--- src/hdl/tcc_pkg.sv ---
// Shared constants, codes and controller/datapath interface types for the
// text console cursor engine. No dependencies.
package tcc_pkg;

  localparam int COLS     = 80;
  localparam int ROWS     = 25;
  localparam int CELLS    = COLS * ROWS;
  localparam int COPY_LEN = COLS * (ROWS - 1);

  localparam int COL_W  = 7;
  localparam int ROW_W  = 5;
  localparam int CHAR_W = 8;
  localparam int ADDR_W = $clog2(CELLS);
  localparam int CNT_W  = $clog2(CELLS + 1);

  localparam logic [CHAR_W-1:0] CH_CR    = 8'h0D;
  localparam logic [CHAR_W-1:0] CH_LF    = 8'h0A;
  localparam logic [CHAR_W-1:0] CH_BS    = 8'h08;
  localparam logic [CHAR_W-1:0] CH_SPACE = 8'h20;

  typedef enum logic [1:0] {
    REQ_PUT   = 2'd0,
    REQ_GOTO  = 2'd1,
    REQ_CLEAR = 2'd2,
    REQ_READ  = 2'd3
  } req_t;

  // controller -> datapath
  typedef struct packed {
    logic load_req;   // latch incoming word
    logic exec;       // evaluate request, update cursor, write char
    logic sweep;      // one step of the grid copy / blank sweep
    logic cap_cell;   // capture read data of a cell read
    logic load_out;   // load output register
  } dp_cmd_t;

  // datapath -> controller
  typedef struct packed {
    logic need_sweep;
    logic need_read;
    logic sweep_done;
    logic out_free;
  } dp_stat_t;

endpackage

--- src/hdl/tcc_ctrl.sv ---
// Controller state machine: sequences accept, execute, RAM read, sweeps and
// output load. Depends on tcc_pkg.
module tcc_ctrl (
  input  logic              clk,
  input  logic              rst_n,
  input  logic              in_valid,
  output logic              in_ready,
  input  tcc_pkg::dp_stat_t stat,
  output tcc_pkg::dp_cmd_t  cmd
);

  typedef enum logic [5:0] {
    S_INIT   = 6'b000001,
    S_IDLE   = 6'b000010,
    S_EXEC   = 6'b000100,
    S_RDWAIT = 6'b001000,
    S_SWEEP  = 6'b010000,
    S_DONE   = 6'b100000
  } state_t;

  state_t state_r, state_nxt;

  assign in_ready = (state_r == S_IDLE);

  always_comb begin
    state_nxt = state_r;
    cmd       = '0;
    unique case (state_r)
      S_INIT: begin
        cmd.sweep = 1'b1;
        if (stat.sweep_done) begin
          state_nxt = S_IDLE;
        end
      end
      S_IDLE: begin
        if (in_valid) begin
          cmd.load_req = 1'b1;
          state_nxt    = S_EXEC;
        end
      end
      S_EXEC: begin
        cmd.exec = 1'b1;
        priority if (stat.need_sweep) begin
          state_nxt = S_SWEEP;
        end else if (stat.need_read) begin
          state_nxt = S_RDWAIT;
        end else if (stat.out_free) begin
          cmd.load_out = 1'b1;
          state_nxt    = S_IDLE;
        end else begin
          state_nxt = S_DONE;
        end
      end
      S_RDWAIT: begin
        cmd.cap_cell = 1'b1;
        if (stat.out_free) begin
          cmd.load_out = 1'b1;
          state_nxt    = S_IDLE;
        end else begin
          state_nxt = S_DONE;
        end
      end
      S_SWEEP: begin
        cmd.sweep = 1'b1;
        if (stat.sweep_done) begin
          if (stat.out_free) begin
            cmd.load_out = 1'b1;
            state_nxt    = S_IDLE;
          end else begin
            state_nxt = S_DONE;
          end
        end
      end
      S_DONE: begin
        if (stat.out_free) begin
          cmd.load_out = 1'b1;
          state_nxt    = S_IDLE;
        end
      end
      default: begin
        state_nxt = S_IDLE;
      end
    endcase
  end

  always_ff @(posedge clk) begin
    if (!rst_n) begin
      state_r <= S_INIT;
    end else begin
      state_r <= state_nxt;
    end
  end

endmodule

--- config.mk ---
export PLATFORM = sky130hd
export DESIGN_NAME = tcc_ctrl
export DESIGN_NICKNAME = d
export VERILOG_FILES = /design/src/hdl/tcc_pkg.sv /design/src/hdl/tcc_ctrl.sv
export SDC_FILE = /design/constraint.sdc
export NUM_CORES = 1
export LEC_CHECK = 0
export ABC_CLOCK_PERIOD_IN_PS = 2800
export BUFFER_PORTS_ARGS = -buffer_cell sky130_fd_sc_hd__buf_4
export CAP_MARGIN = 20
export CORE_AREA = 3 3 40 42
export DETAILED_ROUTE_END_ITERATION = 16
export DIE_AREA = 0 0 43 45
export SLEW_MARGIN = 30
export SYNTH_ARGS = -nofsm -noshare
export SYNTH_HDL_FRONTEND = slang
export SYNTH_SLANG_ARGS = --single-unit
--- constraint.sdc ---
create_clock -name clk -period 2.8 [get_ports clk]
set_input_delay 0.42 -clock clk [delete_from_list [all_inputs] [get_ports clk]]
set_output_delay 0.42 -clock clk [all_outputs]
set_load 0.05 [all_outputs]
### After elaboration in Yosys (flattened, before gate mapping)

Index checks and enable logic that the tools add are counted.

* equal/unequal tests: 10
* muxes and demuxes: 18
* reduce and logical (&&, ||, !) cells: 3

Operators with widths (count)
* $mux W6: 7
* $pmux W6 S6: 1
* $mux W1: 9
* $ne A2 B2 Y1 const B: 4
* $eq A6 B1 Y1 const B: 1
* $eq A6 B2 Y1 const B: 1
* $eq A6 B3 Y1 const B: 1
* $eq A6 B4 Y1 const B: 1
* $eq A6 B5 Y1 const B: 1
* $eq A6 B6 Y1 const B: 1
* $reduce_and A4 Y1: 1
* $reduce_or A2 Y1: 2
* $pmux W1 S3: 1

* bits in registers: 6
* input port bits: 7
* output and inout port bits: 6
* logic and storage cells: 32

### Logic depth before layout (Yosys ltp)

Gate-level depths: netlist of run 1.

* depth after elaboration: 4
* depth in mapped cells: 5
* gate-level depth less buffers: 4

### Least setup slack after synthesis of run 1

OpenSTA, ideal clock, no wires.

* path type: reg-to-output
* start point: register state_r[4]
* end point: output cmd[4] in the netlist's numbering
* arrival time: 2.168 ns
* required time: 2.380 ns
* path slack: 0.212 ns
* cell stages (with the launch flop): 5
* buffers on the path: 1
* cells stage by stage: dfxtp_1 buf_6 or4_4 nor3b_2 and2_1

RTL lines
* from (decl): line tcc_ctrl.sv:21 `state_t state_r, state_nxt;`
* from (signal assigned): line tcc_ctrl.sv:90 `state_r <= state_nxt;`
* to (decl): line tcc_ctrl.sv:9 `output tcc_pkg::dp_cmd_t cmd`

==> flow_summary.toml, run 1 <==
[setup_path]
startpoint = "state_r[4]"
cp.arrival_ns = 1.85
endpoint_kind = "primary output"
reg2reg_depth = 4
r2r-start = "state_r[4]"
crit_path_end = "cmd[0]"
critPathRequiredTime_ns = 2.38
start_kind = "flip-flop"
r2r-end = "state_r[1]"
crit_fanout = 9
crit_type = "flip-flop to primary output"
reg2reg_setup_slack_ns = 1.14

[finish]
drive_gt1_share_pct = 33.8
top_register = "state_r"
diodes = 0
reg_top3 = "state_r: 6 flops"
finish.utilization_pct = 44.0
area_growth_pct = 25.6
mostFrequentLayoutCells = "buf_4, nor2_1, dfxtp_1"
final_area_um2 = 566
fill_cells = 126
nets = 74
largest_reg_flops = 6
final_common_cell = "buf_4"

[timing]
rsz0062_at_grt = "no"
finalHoldViolCount = 0
timing.fmax_mhz = 441
slew_headroom_pct = 79.4
finClkSkew_ns = 0.00210
fin_crit_sh_pct = 80.9
setup_violations = 0
drv_slew = 0
tns_ns = 0
worst_pin_slew_ns = 0.309
fin_crit_ns = 2.27
setup_slack_ns = 0.534

[synthesis]
synth_xor_area_share_pct = 3.89
synthArstFlopShare_pct = 0
syn_area_um2 = 450
synth-edff-count = 0
synth_compound_area_share_pct = 15.3
synth.largest_area_cell = "dfxtp_1"
synth_top_family_by_area = "simple AND/OR/NAND/NOR gates"
syn_nets = 59
synth_top_area_share_pct = 26.7
avgSynthCellArea_um2 = 8.66
synth_area_leaders = "dfxtp_1, nor2_1, nor3b_1"
synth_adder_area_share_pct = 0
syn_inst = 52
ys_seq_area_share_pct = 26.7
yosysUniqueCellTypes = 31
ys.flop_type = "dfxtp_1"
yosys_warnings = 0
synthMuxAreaShare_pct = 0
synth_seq_cells = 6
yosys.area_share.simple_pct = 48.9

[pwr]
totalPowerFinal_w = 0.000245
ir_worst_vdd_v = 0.000196
p_leak_nw = 0.234
p_per_area_nw_per_um2 = 434

[placement]
dpl_cell_area_um2 = 543
port_buffers = 12
hpwl_um = 785
preCtsSetupSlack_ns = 0.778
routabilityCongestion = 0.779

[cts]
cts_setup_buffers = 0
cts_resized = 0
htreeDepth = 1
clk_path_buf_depth = 2
cts_tree = "built"
clock_latency_ns = 0.24
path_clk_slew_ns = 0.04
cts_root_buffer = "clkbuf_4"
cts_made_buffers = 3
hold_buffers = 0
clock-sinks = 6

[grt]
gr-total-overflow = 0
grt_max_degree = 11
antenna_found_initial = 0
grt_usage_pct = 12.1
first_global_vias = 394
grt_pass1_wl_mm = 1.68

[route]
drc = 0
drt_wl_total_um = 993
drt-wirelength-per-cell_um = 12.4
drtPass1Iterations = 4
vias = 419
viasPerCell = 5.24
dr.first_iter.drc_count = 8
antenna_left = 0

[die]
die_w_um = 43
start_util_pct = 35.1
fp.dieH_um = 45
ios = 13
fp.coreArea_um2 = 1280
num_rows = 13
die_area_um2 = 1940

[outcome]
status = "finished, final reports clean"

[flow_run]
cap_viol_max_count = 0

[hold_path]
hold_path_class = "input port to flip-flop"
-- per-stage QoR --
stage,hold WS [ns],instances
final,0.373,80
after global routing,0.386,80
after CTS,0.367,80
after detailed placement,0.576,77
after global placement,0.574,77
after floorplan,0.499,52
-- per-layer routing --
metal	routed length [um]	GRT usage, %
met3	46	2.79
met1	501	15.1
met4	23	10.8
met5	0	0
met2	422	17.1
-- cells in the mapped netlist, drive strengths merged (2+ instances only) --
| cell | instances |
|---|---|
| nor2 | 7 |
| dfxtp | 6 |
| nor3b | 4 |
| a21oi | 3 |
| nor3 | 3 |
| and2 | 2 |
| and3 | 2 |
| buf | 2 |
| inv | 2 |
| nand3b | 2 |
| or4 | 2 |
| xor2 | 2 |
-- power breakdown --
part | internal [W] | leakage, nW | total (W) | switching, W
Clock | 0.0000484 | 0.0138 | 0.0000781 | 0.0000298
Sequential | 0.0000900 | 0.0491 | 0.0000973 | 0.00000739
Combinational | 0.0000304 | 0.171 | 0.0000700 | 0.0000396
-- critical path, stage by stage (launching register included) --
cell and delay (ns):
dfxtp_1 0.39, or4b_4 0.59, nor4_4 0.19, nor3_1 0.10
nor2b_1 0.12, buf_4 0.21
-- final cells by class --
cell class                      count  area [um2]  share of cell area [%]
Multi-Input combinational cell     42         307                    54.2
Sequential cell                     6         120                    21.2
Timing Repair Buffer               12        90.1                    15.9
Clock buffer                        3        22.5                    3.98
Tap cell                           15        18.8                    3.32
Inverter                            2        7.51                    1.33
-- how the worst min path moves through the flow --
| stage | startpoint | endpoint | slack, ns | cells past startpoint |
|---|---|---|---|---|
| after floorplan | stat[0] | state_r[5] | 0.50 | 1 |
| after global placement | state_r[0] | state_r[0] | 0.57 | 1 |
| after detailed placement | state_r[0] | state_r[0] | 0.58 | 1 |
| after CTS | stat[0] | state_r[5] | 0.37 | 2 |
| after global routing | stat[0] | state_r[5] | 0.39 | 2 |
| final | stat[0] | state_r[5] | 0.37 | 2 |
-- logic make-up (layout without fill, tap and decap cells) --
kind of cell              Yosys count  in the layout
DFF                                 6              6
and+or+nand+nor                    31             31
buffers and inverters               4             17
xor gates and xnor gates            2              2
AOI/OAI and AO/OA                   9              9
(Power assumes the default switching activity.)
==> run 2, diff against run 1 <==
- ABC_CLOCK_PERIOD_IN_PS: 2800 -> 1900
- clock period: 2.8 -> 1.9 ns (I/O delays scaled with it)
==> run 2 against run 1 <==
Against the previous run:
- the flow now finishes with violations (setup timing)
- global-route usage increased by 0.69 points
- count of clock-buffer cells in the layout unchanged
- first-iteration DRC count increased by 50%
- power increased by 56%
- critical endpoint unchanged
- largest cell class unchanged
- largest power group unchanged
- highest routed layer unchanged
==> flow_summary.toml, run 2 (same netlist as run 1, synthesis figures left out) <==
[outcome]
status = "complete, but fails checks"
violations = "setup timing"

[die]
die_w_um = 43
fp.dieH_um = 45
ios = 13
die_area_um2 = 1940
start_util_pct = 35.1
fp.coreArea_um2 = 1280
num_rows = 13

[setup_path]
critPathRequiredTime_ns = 1.62
endpoint_kind = "primary output"
cp.arrival_ns = 1.75
crit_fanout = 7
start_kind = "flip-flop"
crit_type = "flip-flop to primary output"

[hold_path]
hold_path_class = "input port to flip-flop"

[timing]
rsz0062_at_grt = "yes"
worst_pin_slew_ns = 0.276
finalHoldViolCount = 0
fin_crit_sh_pct = 107
fin_crit_ns = 2.04
setup_violations = 3
setup_slack_ns = -0.138
finClkSkew_ns = 0.00120
drv_slew = 0
timing.fmax_mhz = 491
slew_headroom_pct = 81.5

[grt]
grt_usage_pct = 12.8
first_global_vias = 422
grt_pass1_wl_mm = 1.77
antenna_found_initial = 0
grt.met2_usage_pct = 18.9
grt_busiest_layer = "met2"
gr-total-overflow = 0
grtUsageMet3_pct = 3.59
grt_max_degree = 8
grt_util_met1_pct = 15.2

[finish]
nets = 78
mostFrequentLayoutCells = "buf_4, nor2_1"
top_register = "state_r"
ff_latch_area_um2 = 124
reg_top3 = "state_r: 6 flops"
largest_reg_flops = 6
fill_cells = 131
diodes = 0
final_common_cell = "buf_4"
drive_gt1_share_pct = 49.3
multi_input_area_um2 = 335
area_growth_pct = 44.4
finish.utilization_pct = 50.6

[pwr]
p_per_area_nw_per_um2 = 590
totalPowerFinal_w = 0.000384
p_leak_nw = 0.270
ir_worst_vdd_v = 0.000271

[cts]
clock_latency_ns = 0.24
htreeDepth = 1
cts_made_buffers = 3
cts_tree = "built"
clk_path_buf_depth = 2
path_clk_slew_ns = 0.04
clock-sinks = 6
cts_root_buffer = "clkbuf_4"

[route]
dr.first_iter.drc_count = 12
viasPerCell = 5.12
drc = 0
antenna_left = 0
vias = 430
drt-wirelength-per-cell_um = 12.4
drtPass1Iterations = 2
drt_wl_total_mm = 1.04

[placement]
routabilityCongestion = 0.782
port_buffers = 12
hpwl_um = 820

[flow_run]
cap_viol_max_count = 0
[run 2: path summary, 6_finish.rpt]
check | to | slack [ns] | from | cells after the start
setup / recovery | cmd[0] | -0.14 | state_r[3] | 5
hold / removal | state_r[5] | 0.23 | stat[0] | 2
setup reg to reg | state_r[1] | 0.24 | state_r[3] | 4
hold reg to reg | state_r[0] | 0.58 | state_r[0] | 1
[run 2: metal layers]
layer | up-vias | part of all wire [%]
li1 | 225 | -
met1 | 191 | 48
met2 | 12 | 48
met3 | 2 | 3.3
met4 | 0 | 1.3
met5 | - | 0
[run 2: where the power goes]
group	switching (W)	internal (W)	leakage (nW)
combinational	0.0000691	0.0000596	0.206
clock	0.0000441	0.0000713	0.0138
sequential	0.00000696	0.000133	0.0506
[run 2: cell type report]
cell class / count / share of cell area, %
well taps: 15 / 2.88
repair buffers: 16 / 21.9
clock buffers: 3 / 3.46
inverters: 2 / 1.15
flip-flops and latches: 6 / 19.0
multi-input cells: 42 / 51.5
[run 2: repair_timing]
item | 4_1_cts | 5_1_grt
pin swaps | 1 | 2
resized for setup | 8 | 3
buffers inserted | 0 | 1
setup endpoints to repair | 3 | 3
hold buffers | 0 | 0
[run 2: critical path, cell delays in order, from the launching register on]
cell and delay [ns]:
dfxtp_2 0.34, or4b_4 0.59, nor4_4 0.21, nor3_2 0.10, nor2b_4 0.11, buf_6 0.16
[run 2: metrics by stage]
stage / hold slack (ns) / cells / setup TNS (ns) / worst slack, ns / instance area, um2
2_1_floorplan: 0.364 / 52 / -0.168 / -0.168 / 469
3_3_place_gp: 0.492 / 80 / 0 / 0.0695 / 584
3_5_place_dp: 0.488 / 80 / 0 / 0.0640 / 584
4_1_cts: 0.228 / 83 / -0.250 / -0.141 / 631
5_1_grt: 0.230 / 84 / -0.405 / -0.205 / 651
6_report: 0.231 / 84 / -0.241 / -0.138 / 651
==> run 3, diff against run 2 <==
- MAX_ROUTING_LAYER: not set -> met4
- PLACE_DENSITY: not set -> 0.64
==> run 3 against run 2 <==
Against the previous run:
- the run still ends with setup timing left
- count of clock-buffer cells in the layout stayed put
- routed wire length up 4.8%
- clock skew is 0.00066 ns lower
- register-to-register slack improved by 0.05 ns
- setup slack gained 0.0059 ns
- combinational power hardly changed
- core utilization grew 0.097 points
- cell count grew 1.2%
- fmax grew 0.29%
- critical path type unchanged
- largest cell class unchanged
- largest power group unchanged
==> flow_summary.toml, run 3 (same netlist as run 1, synthesis figures left out) <==
[timing]
timing.fmax_mhz = 492
finalHoldViolCount = 0
finClkSkew_ns = 0.000545
fin_crit_sh_pct = 107
worst_pin_slew_ns = 0.264
slew_headroom_pct = 82.2
drv_slew = 0
rsz0062_at_grt = "yes"
setup_slack_ns = -0.132
tns_ns = -0.177
fin_crit_ns = 2.03
setup_violations = 3

[placement]
hpwl_um = 845
port_buffers = 12
routabilityCongestion = 0.793
preCtsSetupSlack_ns = 0.0592

[die]
num_rows = 13
fp.coreArea_um2 = 1280
start_util_pct = 35.1
fp.dieH_um = 45
die_w_um = 43
ios = 13
die_area_um2 = 1940

[grt]
grt_max_degree = 8
grt_usage_pct = 14.1
grt_pass1_wl_mm = 1.86
antenna_found_initial = 0
gr-total-overflow = 0
grt_util_met1_pct = 14.9
grt_busiest_layer = "met2"
grt.met2_usage_pct = 22.8
grtUsageMet3_pct = 1.20
first_global_vias = 455

[setup_path]
path_cells = "or4b_4, nor4_4, nor3_2, nor2b_4, buf_6"
cp_top_family = "simple AND/OR/NAND/NOR gates"
critPathRequiredTime_ns = 1.62
cp_slowest_stage_delay_ns = 0.58
cp_slowest_cell = "or4b_4"
start_kind = "flip-flop"
cp.arrival_ns = 1.75
crit_type = "flip-flop to primary output"
crit_fanout = 7
endpoint_kind = "primary output"
critPathBufInv = 1

[cts]
hold_buffers = 0
clk_path_buf_depth = 2
cts_root_buffer = "clkbuf_4"
cts_made_buffers = 3
cts_tree = "built"
clock_latency_ns = 0.24
clock-sinks = 6
path_clk_slew_ns = 0.04
htreeDepth = 1

[route]
drc = 0
vias = 432
dr.first_iter.drc_count = 2
antenna_left = 0
drtPass1Iterations = 3
drt_wl_total_mm = 1.09
viasPerCell = 5.08
drt-wirelength-per-cell_um = 12.8

[finish]
largest_reg_flops = 6
reg_top3 = "state_r: 6 flops"
drive_gt1_share_pct = 47.1
multi_input_area_um2 = 330
area_growth_pct = 44.7
nets = 79
mostFrequentLayoutCells = "buf_4, nor2_1, dfxtp_1"
finish.utilization_pct = 50.7
ff_latch_area_um2 = 123
top_register = "state_r"
final_common_cell = "buf_4"
fill_cells = 134
diodes = 0

[flow_run]
cap_viol_max_count = 0

[outcome]
violations = "setup timing"
status = "complete, but fails checks"

[pwr]
totalPowerFinal_w = 0.000388
p_leak_nw = 0.273
p_per_area_nw_per_um2 = 595
ir_worst_vdd_v = 0.000328

[hold_path]
hold_path_class = "input port to flip-flop"
-- run 3: power by group --
group / internal [W] / leakage (nW) / switching, W
Clock: 0.0000713 / 0.0138 / 0.0000447
Sequential: 0.000133 / 0.0501 / 0.00000651
Combinational: 0.0000628 / 0.209 / 0.0000696
Total: 0.000267 / 0.273 / 0.000121
-- run 3: metal layers --
metal	vias up	routed length, um
li1	229	-
met1	186	506
met2	12	499
met3	5	46
met4	0	38
met5	-	0
-- run 3: metrics by stage --
step	cells	hold WS (ns)	cell area (um2)
6_report	85	0.237	652
2_1_floorplan	52	0.364	469
3_3_place_gp	81	0.491	592
4_1_cts	85	0.231	652
5_1_grt	85	0.242	652
3_5_place_dp	81	0.492	592
-- run 3: layout make-up --
| type | instances | area share [%] |
|---|---|---|
| multi-input cells | 42 | 50.7 |
| well taps | 15 | 2.88 |
| clock buffers | 3 | 3.45 |
| flip-flops and latches | 6 | 18.8 |
| repair buffers | 17 | 23.0 |
| inverters | 2 | 1.15 |
-- run 3: timing repair --
| action | CTS | global route |
|---|---|---|
| pin swaps | 1 | 1 |
| gates cloned | 0 | 0 |
| endpoints found under the setup margin | 3 | 3 |
| gates resized for setup | 9 | 0 |
| hold endpoints to repair | 0 | 0 |
| buffers inserted | 1 | 0 |
-- run 3: final timing paths --
path,start,to,slack (ns),cells past startpoint
worst min-delay path,stat[0],state_r[5],0.24,2
worst max-delay path,state_r[3],cmd[0],-0.13,5
worst max register to register,state_r[3],state_r[1],0.29,4
worst min register to register,state_r[0],state_r[0],0.58,1
